[src/life_pkg.sv]
// Shared types and constants for the life automaton grid stepper.
package life_pkg;

	typedef enum logic [1:0] {
		OP_WRITE   = 2'd0,
		OP_ADVANCE = 2'd1,
		OP_READ    = 2'd2,
		OP_NOP     = 2'd3
	} op_t;

	localparam logic [7:0] REG_ACTIVE_ROWS = 8'd0;
	localparam logic [7:0] REG_ACTIVE_COLS = 8'd1;

	localparam logic [5:0] ROWS_RESET = 6'd25;
	localparam logic [6:0] COLS_RESET = 7'd39;

	localparam logic [3:0] BIRTH_COUNT   = 4'd3;
	localparam logic [3:0] SURVIVE_COUNT = 4'd2;

endpackage

[src/life_automaton_grid_step.sv]
// Grid of live and dead cells stepped under the B3/S23 rule, held in one row-wide memory.
//
// Commands arrive on the s_ stream: tuser carries the opcode, tdata the cell row,
// column and value to write. Each command gives exactly one result transfer on the
// m_ stream with the read cell state and an out-of-range flag.
// The cfg_ channel writes the active row count (index 0) and column count (index 1);
// it is always ready. The user must write it only while no command is in flight;
// the block does not enforce this. A cell write or read passes a read-wait state
// before its result; an out-of-range or no-op command goes straight to the result.
// An advance walks the active row count, clipped to MAX_ROWS: one grid row is read
// from the memory per cycle into a three-row window, and each new row is written
// back in place once the row below it has been read. Rows above the active area
// and columns to the right of it keep their contents.
// One command is processed at a time. The result register lets the next command be
// taken while a result waits; if the receiver stalls, the following command holds
// in its last cycle until the result register frees.
// Reset clears a per-row valid flag so every cell reads dead at once, with no
// clearing pass; the active area returns to 25 rows by 39 columns.
module life_automaton_grid_step #(
	parameter int unsigned MAX_ROWS = 32,
	parameter int unsigned MAX_COLS = 64
) (
	input  logic        clk,
	input  logic        arst_n,
	input  logic        s_tvalid,
	output logic        s_tready,
	input  logic [15:0] s_tdata,   // row[4:0], col[10:5], alive[11], zero[15:12]
	input  logic [1:0]  s_tuser,   // opcode[1:0]
	output logic        m_tvalid,
	input  logic        m_tready,
	output logic [7:0]  m_tdata,   // cell_alive[0], out_of_range[1], zero[7:2]
	input  logic        cfg_valid,
	output logic        cfg_ready,
	input  logic [7:0]  cfg_addr,
	input  logic [7:0]  cfg_data
);
	import life_pkg::*;

	localparam int unsigned RW = $clog2(MAX_ROWS);
	localparam int unsigned CW = $clog2(MAX_COLS);

	typedef enum logic [3:0] {
		ST_IDLE   = 4'b0001,
		ST_RDWAIT = 4'b0010,
		ST_ADV    = 4'b0100,
		ST_DONE   = 4'b1000
	} state_t;

	state_t              state_q;
	logic [5:0]          active_rows_q;
	logic [6:0]          active_cols_q;
	logic [6:0]          step_q;
	logic                m_tvalid_q;
	logic [7:0]          m_tdata_q;
	logic [MAX_ROWS-1:0] row_vld_q;

	logic [MAX_COLS-1:0] grid_q [MAX_ROWS];
	logic [MAX_COLS-1:0] rd_data_s1;
	logic                rd_vld_s1;
	logic                rd_live_s1;

	op_t                 op_q;
	logic [RW-1:0]       row_q;
	logic [CW-1:0]       col_q;
	logic                alive_q;
	logic                res_cell_q;
	logic                res_oor_q;
	logic [MAX_COLS-1:0] top_q;
	logic [MAX_COLS-1:0] mid_q;

	logic [5:0]          nr;
	logic [6:0]          nc;
	logic                in_acc;
	op_t                 in_op;
	logic [4:0]          in_row;
	logic [5:0]          in_col;
	logic                in_alive;
	logic                in_oor;
	logic [RW-1:0]       mem_raddr;
	logic [RW-1:0]       mem_waddr;
	logic [MAX_COLS-1:0] mem_wdata;
	logic                mem_we;
	logic [MAX_COLS-1:0] incoming;
	logic [MAX_COLS-1:0] wr_row;
	logic [MAX_COLS-1:0] colmask;
	logic [MAX_COLS-1:0] nxt;
	logic                adv_last;
	logic                out_load;

	assign nr = (32'(active_rows_q) > MAX_ROWS) ? 6'(MAX_ROWS) : active_rows_q;
	assign nc = (32'(active_cols_q) > MAX_COLS) ? 7'(MAX_COLS) : active_cols_q;

	assign s_tready  = (state_q == ST_IDLE);
	assign cfg_ready = 1'b1;
	assign in_acc    = s_tvalid && s_tready;
	assign in_op     = op_t'(s_tuser);
	assign in_row    = s_tdata[4:0];
	assign in_col    = s_tdata[10:5];
	assign in_alive  = s_tdata[11];
	assign in_oor    = ({1'b0, in_row} >= nr) || ({1'b0, in_col} >= nc);

	assign adv_last = (step_q == {1'b0, nr} + 7'd1);
	assign out_load = (state_q == ST_DONE) && (!m_tvalid_q || m_tready);

	assign m_tvalid = m_tvalid_q;
	assign m_tdata  = m_tdata_q;

	assign mem_raddr = (state_q == ST_ADV) ? RW'(step_q) : RW'(in_row);
	assign incoming  = (rd_live_s1 && rd_vld_s1) ? rd_data_s1 : '0;

	always_comb begin
		wr_row = incoming;
		wr_row[col_q] = alive_q;
	end

	always_comb begin
		for (int c = 0; c < MAX_COLS; c++) begin
			colmask[c] = (c < 32'(nc));
		end
	end

	always_comb begin
		logic [MAX_COLS-1:0] t;
		logic [MAX_COLS-1:0] m;
		logic [MAX_COLS-1:0] b;
		logic [3:0]          cnt;
		t = top_q & colmask;
		m = mid_q & colmask;
		b = incoming & colmask;
		for (int c = 0; c < MAX_COLS; c++) begin
			cnt = 4'(t[c]) + 4'(b[c]);
			if (c > 0) begin
				cnt = cnt + 4'(t[c-1]) + 4'(m[c-1]) + 4'(b[c-1]);
			end
			if (c < MAX_COLS - 1) begin
				cnt = cnt + 4'(t[c+1]) + 4'(m[c+1]) + 4'(b[c+1]);
			end
			nxt[c] = (cnt == BIRTH_COUNT) || (m[c] && (cnt == SURVIVE_COUNT));
		end
	end

	always_comb begin
		mem_we    = 1'b0;
		mem_waddr = row_q;
		mem_wdata = wr_row;
		case (state_q)
			ST_RDWAIT: begin
				mem_we = (op_q == OP_WRITE);
			end
			ST_ADV: begin
				mem_we    = (step_q >= 7'd2);
				mem_waddr = RW'(step_q - 7'd2);
				mem_wdata = (mid_q & ~colmask) | (nxt & colmask);
			end
			default: begin
				mem_we = 1'b0;
			end
		endcase
	end

	always_ff @(posedge clk) begin
		if (mem_we) begin
			grid_q[mem_waddr] <= mem_wdata;
		end
		rd_data_s1 <= grid_q[mem_raddr];
		rd_vld_s1  <= row_vld_q[mem_raddr];
		rd_live_s1 <= (state_q == ST_ADV) ? (step_q < {1'b0, nr}) : 1'b1;
	end

	always_ff @(posedge clk or negedge arst_n) begin
		if (!arst_n) begin
			state_q       <= ST_IDLE;
			active_rows_q <= ROWS_RESET;
			active_cols_q <= COLS_RESET;
			step_q        <= '0;
			m_tvalid_q    <= 1'b0;
			row_vld_q     <= '0;
		end else begin
			if (cfg_valid && cfg_ready) begin
				if (cfg_addr == REG_ACTIVE_ROWS) begin
					active_rows_q <= cfg_data[5:0];
				end else if (cfg_addr == REG_ACTIVE_COLS) begin
					active_cols_q <= cfg_data[6:0];
				end
			end
			if (mem_we) begin
				row_vld_q[mem_waddr] <= 1'b1;
			end
			if (out_load) begin
				m_tvalid_q <= 1'b1;
			end else if (m_tready) begin
				m_tvalid_q <= 1'b0;
			end
			case (state_q)
				ST_IDLE: begin
					if (in_acc) begin
						step_q <= '0;
						if (in_op == OP_ADVANCE) begin
							state_q <= (nr == 6'd0) ? ST_DONE : ST_ADV;
						end else if ((in_op == OP_WRITE || in_op == OP_READ) && !in_oor) begin
							state_q <= ST_RDWAIT;
						end else begin
							state_q <= ST_DONE;
						end
					end
				end
				ST_RDWAIT: begin
					state_q <= ST_DONE;
				end
				ST_ADV: begin
					step_q <= step_q + 7'd1;
					if (adv_last) begin
						state_q <= ST_DONE;
					end
				end
				ST_DONE: begin
					if (out_load) begin
						state_q <= ST_IDLE;
					end
				end
				default: begin
					state_q <= ST_IDLE;
				end
			endcase
		end
	end

	always_ff @(posedge clk) begin
		if (in_acc) begin
			op_q       <= in_op;
			row_q      <= RW'(in_row);
			col_q      <= CW'(in_col);
			alive_q    <= in_alive;
			res_cell_q <= 1'b0;
			res_oor_q  <= (in_op == OP_WRITE || in_op == OP_READ) && in_oor;
			top_q      <= '0;
			mid_q      <= '0;
		end
		if (state_q == ST_RDWAIT && op_q == OP_READ) begin
			res_cell_q <= incoming[col_q];
		end
		if (state_q == ST_ADV && step_q != 7'd0) begin
			top_q <= mid_q;
			mid_q <= incoming;
		end
		if (out_load) begin
			m_tdata_q <= {6'd0, res_oor_q, res_cell_q};
		end
	end

	a_we_only_when_busy: assert property (@(posedge clk) disable iff (!arst_n)
		mem_we |-> (state_q == ST_ADV || state_q == ST_RDWAIT))
		else $error("grid memory written outside a command");

	a_adv_no_overlap: assert property (@(posedge clk) disable iff (!arst_n)
		(state_q == ST_ADV && mem_we) |-> (mem_waddr != mem_raddr))
		else $error("advance write-back collides with row read");

	a_step_bound: assert property (@(posedge clk) disable iff (!arst_n)
		(state_q == ST_ADV) |-> (step_q <= {1'b0, nr} + 7'd1))
		else $error("advance step counter ran past the last row");

	a_load_when_free: assert property (@(posedge clk) disable iff (!arst_n)
		(m_tvalid && !m_tready && state_q == ST_DONE) |=> (state_q == ST_DONE))
		else $error("result dropped while the output register was full");

endmodule

[config.mk]
export PLATFORM = sky130hd
export DESIGN_NAME = life_automaton_grid_step
export DESIGN_NICKNAME = d
export VERILOG_FILES = /design/src/life_pkg.sv /design/src/life_automaton_grid_step.sv
export SDC_FILE = /design/constraint.sdc
export NUM_CORES = 2
export LEC_CHECK = 0
export BUFFER_PORTS_ARGS = -buffer_cell sky130_fd_sc_hd__buf_2
export CORE_MARGIN = 1
export CORE_UTILIZATION = 40
export DETAILED_ROUTE_END_ITERATION = 10
export GPL_ROUTABILITY_DRIVEN = 0
export MAX_ROUTING_LAYER = met4
export PLACE_DENSITY = 0.56
export SYNTH_ARGS = -nofsm -noshare
export SYNTH_HDL_FRONTEND = slang
export SYNTH_SLANG_ARGS = --single-unit
export TNS_END_PERCENT = 50
[constraint.sdc]
create_clock -name clk -period 15.75 [get_ports clk]
set_input_delay 0.7875 -clock clk [delete_from_list [all_inputs] [get_ports clk]]
set_output_delay 0.7875 -clock clk [all_outputs]
set_load 0.05 [all_outputs]
Word level (Yosys, flattened, before mapping). Memory sizes are Yosys's and may differ from the RTL's. A register that Yosys moved wholly into a read port is not among the register bits. Cells that the tools add are included. W data, S select, Z words.

Memories kept: 1. Output and inout port bits: 11. Input port bits: 39. Bits in read-only memories: 0. Flip-flop bits (word level): 205. Latch bits: 0. RAM bits: 2048.

Divide/modulo/power cells: 0. $lt $le $gt $ge: 75. Mux-type cells: 34. Shift operators: 0. Bitwise logic cells: 9. Eq/ne operators: 140. Multiply operators: 0. Reduce and logical (&&, ||, !) cells: 155. $add $sub $neg: 445.

Memory list: grid_q (depth 32, width 64, rd ports 1, clocked after memory_dff 1, write ports 1, RTL line life_automaton_grid_step.sv:57) `logic [MAX_COLS-1:0] grid_q [MAX_ROWS];`.

Operator list (count): $add A4 B1 Y4 (250); $eq A4 B2 Y1 const B (129); $and A64 B64 Y64 (5); $mux W64 (5); $add A3 B1 Y4 (64); $lt A6 B7 Y1 const A (32); $add A2 B1 Y3 (64); $add A1 B1 Y2 (64); $lt A5 B7 Y1 const A (16); $logic_and A1 B1 Y1 (73); $logic_or A1 B1 Y1 (67); $bwmux W64 (1); $not A64 Y64 (1); $or A64 B64 Y64 (1); $lt A4 B7 Y1 const A (8); $or A32 B32 Y32 (1); $lt A3 B7 Y1 const A (4); $mux W4 (6); $pmux W4 S4 (1); $lt A1 B7 Y1 const A (2); $lt A2 B7 Y1 const A (2); $mux W7 (2); $pmux W7 S2 (1); $lt A5 B6 Y1 const B (2); 38 further kinds (57).

Logic depth before layout (Yosys ltp).
Word-level depth: 17. Depth in mapped cells: 21. Gate-level depth less buffers: 19.

Least setup slack after synthesis. OpenSTA, ideal clock, no wires.

Path type: reg-to-reg. Start point: reg state_q[3]. End point: reg mid_q[0] (enable). Setup slack: 10099 ps. Setup time: 493 ps. Required time: 15257 ps. Arrival: 5158 ps. Buffers on the path: 0. Stages on the path, launching flop included: 5. Path through: dfrtp_1 > or2_2 > nor3b_1 > nand2_1 > nand2_1.

Longest elaborated chain between the ends: 3. Elaborated cells on any way between the ends: 5. Classes of those cells: eq/ne: 2; reduce/logical: 3.

Ends and longest elaborated chain: from (decl) (RTL line life_automaton_grid_step.sv:49) `state_t state_q;`; from (signal assigned) (RTL line life_automaton_grid_step.sv:199) `state_q <= (nr == 6'd0) ? ST_DONE : ST_ADV;`; $eq A4 B1 Y1 (RTL line life_automaton_grid_step.sv:93) `assign s_tready = (state_q == ST_IDLE);`; via s_tready (RTL line life_automaton_grid_step.sv:26) `output logic s_tready,`; $logic_and A1 B1 Y1 (RTL line life_automaton_grid_step.sv:95) `assign in_acc = s_tvalid && s_tready;`; $reduce_bool A2 Y1 (no source line); to (signal assigned) (RTL line life_automaton_grid_step.sv:244) `mid_q <= incoming;`; to (decl) (RTL line life_automaton_grid_step.sv:69) `logic [MAX_COLS-1:0] mid_q;`.

The timed path passes the listed nets, and every way through them passes these cells. A chain may end at the register's enable or synchronous reset.

Worst setup path after layout.
Start point: reg active_cols_q[5]. End point: mem grid_q[23][58], data pin.

Longest elaborated chain between the ends: 17. Elaborated cells on any way between the ends: 24. Classes of those cells: add/sub: 7; order compare: 4; eq/ne: 2; mux: 2; bitwise: 7; reduce/logical: 2.

Ends and longest elaborated chain: from (decl) (RTL line life_automaton_grid_step.sv:51) `logic [6:0] active_cols_q;`; from (signal assigned) (RTL line life_automaton_grid_step.sv:183) `active_cols_q <= cfg_data[6:0];`; $gt A7 B7 Y1 (RTL line life_automaton_grid_step.sv:91) `assign nc = (32'(active_cols_q) > MAX_COLS) ? 7'(MAX_COLS) : active_cols_q;`; $mux W7 * (RTL line life_automaton_grid_step.sv:91); $lt A6 B7 Y1 (RTL line life_automaton_grid_step.sv:118) `colmask[c] = (c < 32'(nc));`; $and A64 B64 Y64 (on tied branches) (RTL line life_automaton_grid_step.sv:127, life_automaton_grid_step.sv:129); $add A1 B1 Y2 (RTL line life_automaton_grid_step.sv:131) `cnt = 4'(t[c]) + 4'(b[c]);`; $add A2 B1 Y3 (RTL line life_automaton_grid_step.sv:133) `cnt = cnt + 4'(t[c-1]) + 4'(m[c-1]) + 4'(b[c-1]);`; $add A3 B1 Y4 (RTL line life_automaton_grid_step.sv:133); $add A4 B1 Y4 (RTL line life_automaton_grid_step.sv:133); $add A4 B1 Y4 (3 in series) (RTL line life_automaton_grid_step.sv:136) `cnt = cnt + 4'(t[c+1]) + 4'(m[c+1]) + 4'(b[c+1]);`; $eq A4 B2 Y1 (RTL line life_automaton_grid_step.sv:138) `nxt[c] = (cnt == BIRTH_COUNT) || (m[c] && (cnt == SURVIVE_COUNT));`; $logic_and A1 B1 Y1 (RTL line life_automaton_grid_step.sv:138); $logic_or A1 B1 Y1 (RTL line life_automaton_grid_step.sv:138); $and A64 B64 Y64 (RTL line life_automaton_grid_step.sv:153) `mem_wdata = (mid_q & ~colmask) | (nxt & colmask);`; $or A64 B64 Y64 * (RTL line life_automaton_grid_step.sv:153); $mux W64 * (RTL line life_automaton_grid_step.sv:146) `case (state_q)`; via mem_wdata[58] (RTL line life_automaton_grid_step.sv:81) `logic [MAX_COLS-1:0] mem_wdata;`; to (decl) (RTL line life_automaton_grid_step.sv:57).

The timed path passes the listed nets; every way through them passes the cells marked *.

==> flow_summary_export.csv <==
group,metric,value,unit
run_status,status,"finished, final reports clean",
run,drv_cap,0,
logic_synthesis,synth_top_area_frac,0.6437,
clock_network,clk_path_buf_depth,3,
timing,fin_crit,6.664,ns
power,swShare,0.2637,
critical_path,regToRegSetupSlack,9.09,ns
die,core,254200,um^2
critical_path,worst-endpoint-arrival,7.31,ns
timing,max_freq,150.1,MHz
final_layout,fin_area,115200,um^2
critical_path,cp.depth,18,
power,power_density,127.5,nW/um^2
global_route,grt_pass1_wl,465200,um
timing,whs,0.08478,ns
critical_path,path_cells,"nand2b_1, nor2_1, nor2_1, a21oi_1, nand2_1, fa_1, inv_1, fa_1, inv_1, fa_1, inv_1, ha_1, fa_1, o21ai_0, a21oi_1, or3_1, o21ai_2, buf_4",
die,die_h,507.8,um
final_layout,layout.nets,7982,
drt,dr.pass1.iters,6,
timing,skew,0.06266,ns
drt,viasPerCell,5.920,
logic_synthesis,synth_area_leaders,"edfxtp_1 64%, fa_1 4.9%, nand2_1 4.3%",
critical_path,worstSetupPathType,"reg2reg",
power,p_total,0.01469,W
timing,setup_viol,0,
power,p_comb_frac,0.120,
logic_synthesis,synth_area_leader_cell,"edfxtp_1",
global_route,first_global_vias,63110,
critical_path,critPathMaxFanout,32,
critical_path,critical_path.slowest_cell,"nor2_1",
die,fp-row-count,185,
critical_path,worstPathRequired,16.40,ns
clock_network,post_cts_resized,0,
global_route,grt_max_degree,125,
drt,wl_per_cell,29.79,um
drt,dr.first_iter.drc_count,7782,
die,fp.dieW,507.8,um
drt,drt_wl_total,329400,um
placement,dpl.hpwl,185700,um
power,internal-power,0.01081,W
hold_path,hp-class,"in2reg",
clock_network,clk_pin_slew,0.06,ns
clock_network,clk_latency,0.91,ns
logic_synthesis,synthArstFlopShare,0.02460,
die,pin_count,50,
final_layout,seq_area,68640,um^2
logic_synthesis,postSynthAreaPerCell,13.83,um^2
logic_synthesis,ys_types,74,
final_layout,fillerInstances,22338,
logic_synthesis,syn_area,102400,um^2
power,clkPwrFrac,0.385,
drt,drc_errors,0,
final_layout,post_route_cells_drive_above_1_share,0.1116,
die,die-area,257900,um^2
logic_synthesis,synth_edf_count,2194,
logic_synthesis,synth-seq-area-share,0.6706,
critical_path,r2r_cells,18,
drt,num_vias,65459,
critical_path,endpoint_kind,"flop",
timing,slew_viol_final,0,
timing,finalCritPeriodShare,0.4231,
logic_synthesis,ys_ff_latch,2317,
final_layout,area_growth,12.54,%
critical_path,cp-start-kind,"flop",
critical_path,max_stage_delay,0.90,ns
power,peakVddDrop,0.09842,mV
clock_network,htreeDepth,4,
logic_synthesis,ys.warnings.count,0,
clock_network,tritoncts,"yes",
global_route,grt_usage,0.2609,
clock_network,root_buffer,"clkbuf_16",
power,p_sw,0.003873,W
power,pwr-share-seq,0.495,
placement,dpl_cell_area,107400,um^2
timing,hold_viol,0,
logic_synthesis,synthCells,7401,
critical_path,crit_family,"simple AND/OR/NAND/NOR gates",
power,p_leak,42.72,nW
logic_synthesis,synth_top_flop_cell,"edfxtp_1",
placement,dp_cells,10608,
clock_network,numCtsBuffers,234,
hold_path,holdPathStages,1,
critical_path,worst_path_most_repeated_cell,"fa_1",
timing,rsz0062_at_grt,"false",
final_layout,multi_input_area,31360,um^2
drt,antenna_left,0,
placement,port_buffers,37,
timing,fin_setup_tns,0,ns
timing,tightestPinTransition,1.396,ns
global_route,antenna_found_initial,12,
die,start_util,0.4027,
clock_network,clock-sinks,2317,
timing,relSlewSlack,0.06912,
critical_path,crit_buf_inv,4,
global_route,gr-total-overflow,0,
final_layout,instances_no_fill,11058,
[cells in the final DEF (no fill, tap or decap), types with 22 or more instances in the layout]
cell	synthesis	layout
or3_1	22	22
dfrtp_1	49	49
a21oi_2	0	28
buf_4	24	211
inv_1	332	332
nor2_1	186	146
edfxtp_1	2194	2194
a22oi_1	36	36
bufinv_16	0	25
mux2i_1	404	398
o21ai_0	244	214
a32oi_1	57	57
o221ai_1	28	28
clkbuf_1	249	59
nand3_1	352	352
clkinv_1	0	31
buf_2	94	37
nand4_1	44	44
nor2_4	0	37
and2_1	97	96
and3_1	41	41
a221oi_1	112	112
a21oi_1	397	362
clkinv_2	0	45
or2_2	28	28
o21ai_2	0	27
dfxtp_1	66	66
nor4_1	38	38
clkbuf_16	0	235
nand2_1	1186	1181
ha_1	212	212
a31oi_1	158	157
mux4_2	52	52
o22ai_1	163	162
fa_1	252	252
[metrics by stage]
stage / setup WS (ns) / util
after floorplan: 10.10 / -
after global placement: 9.297 / 0.4225
after detailed placement: 9.244 / 0.4225
after CTS: 9.192 / 0.4531
after global routing: 8.808 / 0.4532
final: 9.086 / 0.4532
[layout make-up]
type	count	share of cell area
Sequential cell	2317	0.5959
Multi-Input combinational cell	4337	0.2723
Clock buffer	312	0.05513
Tap cell	3366	0.03656
Timing Repair Buffer	256	0.01666
Clock inverter	131	0.01249
Inverter	333	0.01085
Antenna cell	6	0.0001304
[final timing paths]
check                                 startpoint                to
worst max-delay path            active_cols_q[5]    grid_q[23][58]
max in group asynchronous                 arst_n     row_vld_q[31]
worst min-delay path                  s_tuser[1]           op_q[1]
min in group asynchronous                 arst_n  active_cols_q[6]
worst max register to register  active_cols_q[5]    grid_q[23][58]
worst min register to register         res_oor_q        m_tdata[1]
[cell usage after synthesis, types with 112 or more instances]
cell / instances
a221oi_1: 112
fa_1: 252
ha_1: 212
nor2_1: 186
a31oi_1: 158
mux2i_1: 404
o21ai_0: 244
a21oi_1: 397
clkbuf_1: 249
nand2_1: 1186
edfxtp_1: 2194
nand3_1: 352
inv_1: 332
o22ai_1: 163
[power by group through the flow]
stage	clock (W)	sequential (W)	combinational, W
floorplan	0	0.00732	0.00104
global placement	0	0.00738	0.00171
detailed placement	0	0.00739	0.00174
CTS	0.00573	0.00726	0.00175
global route	0.00595	0.00727	0.00190
finish	0.00565	0.00727	0.00177
[flip-flops by register name, indices dropped and copies added, names as in the netlist]
| name | cells |
|---|---|
| active_cols_q | 7 |
| active_rows_q | 6 |
| alive_q | 1 |
| col_q | 6 |
| grid_q | 2048 |
| m_tdata | 2 |
| m_tvalid | 1 |
| mid_q | 64 |
| op_q | 2 |
| rd_data_s1 | 64 |
| rd_live_s1 | 1 |
| rd_vld_s1 | 1 |
| res_cell_q | 1 |
| res_oor_q | 1 |
| row_q | 5 |
| row_vld_q | 32 |
| state_q | 4 |
| step_q | 7 |
| top_q | 64 |
[layer usage]
layer | part of all wire | up-vias | wire (um) | global-route usage
met5 | 0 | - | 0 | -
met2 | 0.45 | 3184 | 149300 | 0.3954
li1 | - | 27839 | - | -
met3 | 0.089 | 550 | 29250 | 0.03981
met4 | 0.039 | 0 | 12940 | 0.09417
met1 | 0.42 | 33886 | 137900 | 0.3567
[kinds of logic after synthesis]
kind of cell    synth area share
flops                     0.6706
simple gates             0.08873
compound gates           0.07983
buf+inv                  0.03133
mux                      0.05359
fa+ha+maj                0.07521
xor+xnor               0.0005990
other cells           0.00007338
[worst reg2reg max path, cell delays in order (launching register included)]
cell	delay (ns)
dfstp_2	0.81
nand2b_1	0.53
nor2_1	0.90
nor2_1	0.15
a21oi_1	0.44
nand2_1	0.25
fa_1	0.55
inv_1	0.05
fa_1	0.49
inv_1	0.05
fa_1	0.48
inv_1	0.04
ha_1	0.20
fa_1	0.39
o21ai_0	0.17
a21oi_1	0.08
or3_1	0.35
o21ai_2	0.07
buf_4	0.36
[what timing repair did]
action,4_1_cts,5_1_grt
hold endpoints to repair,1,0
hold buffers,1,0
setup buffers,0,0
(Power assumes the default switching activity.)
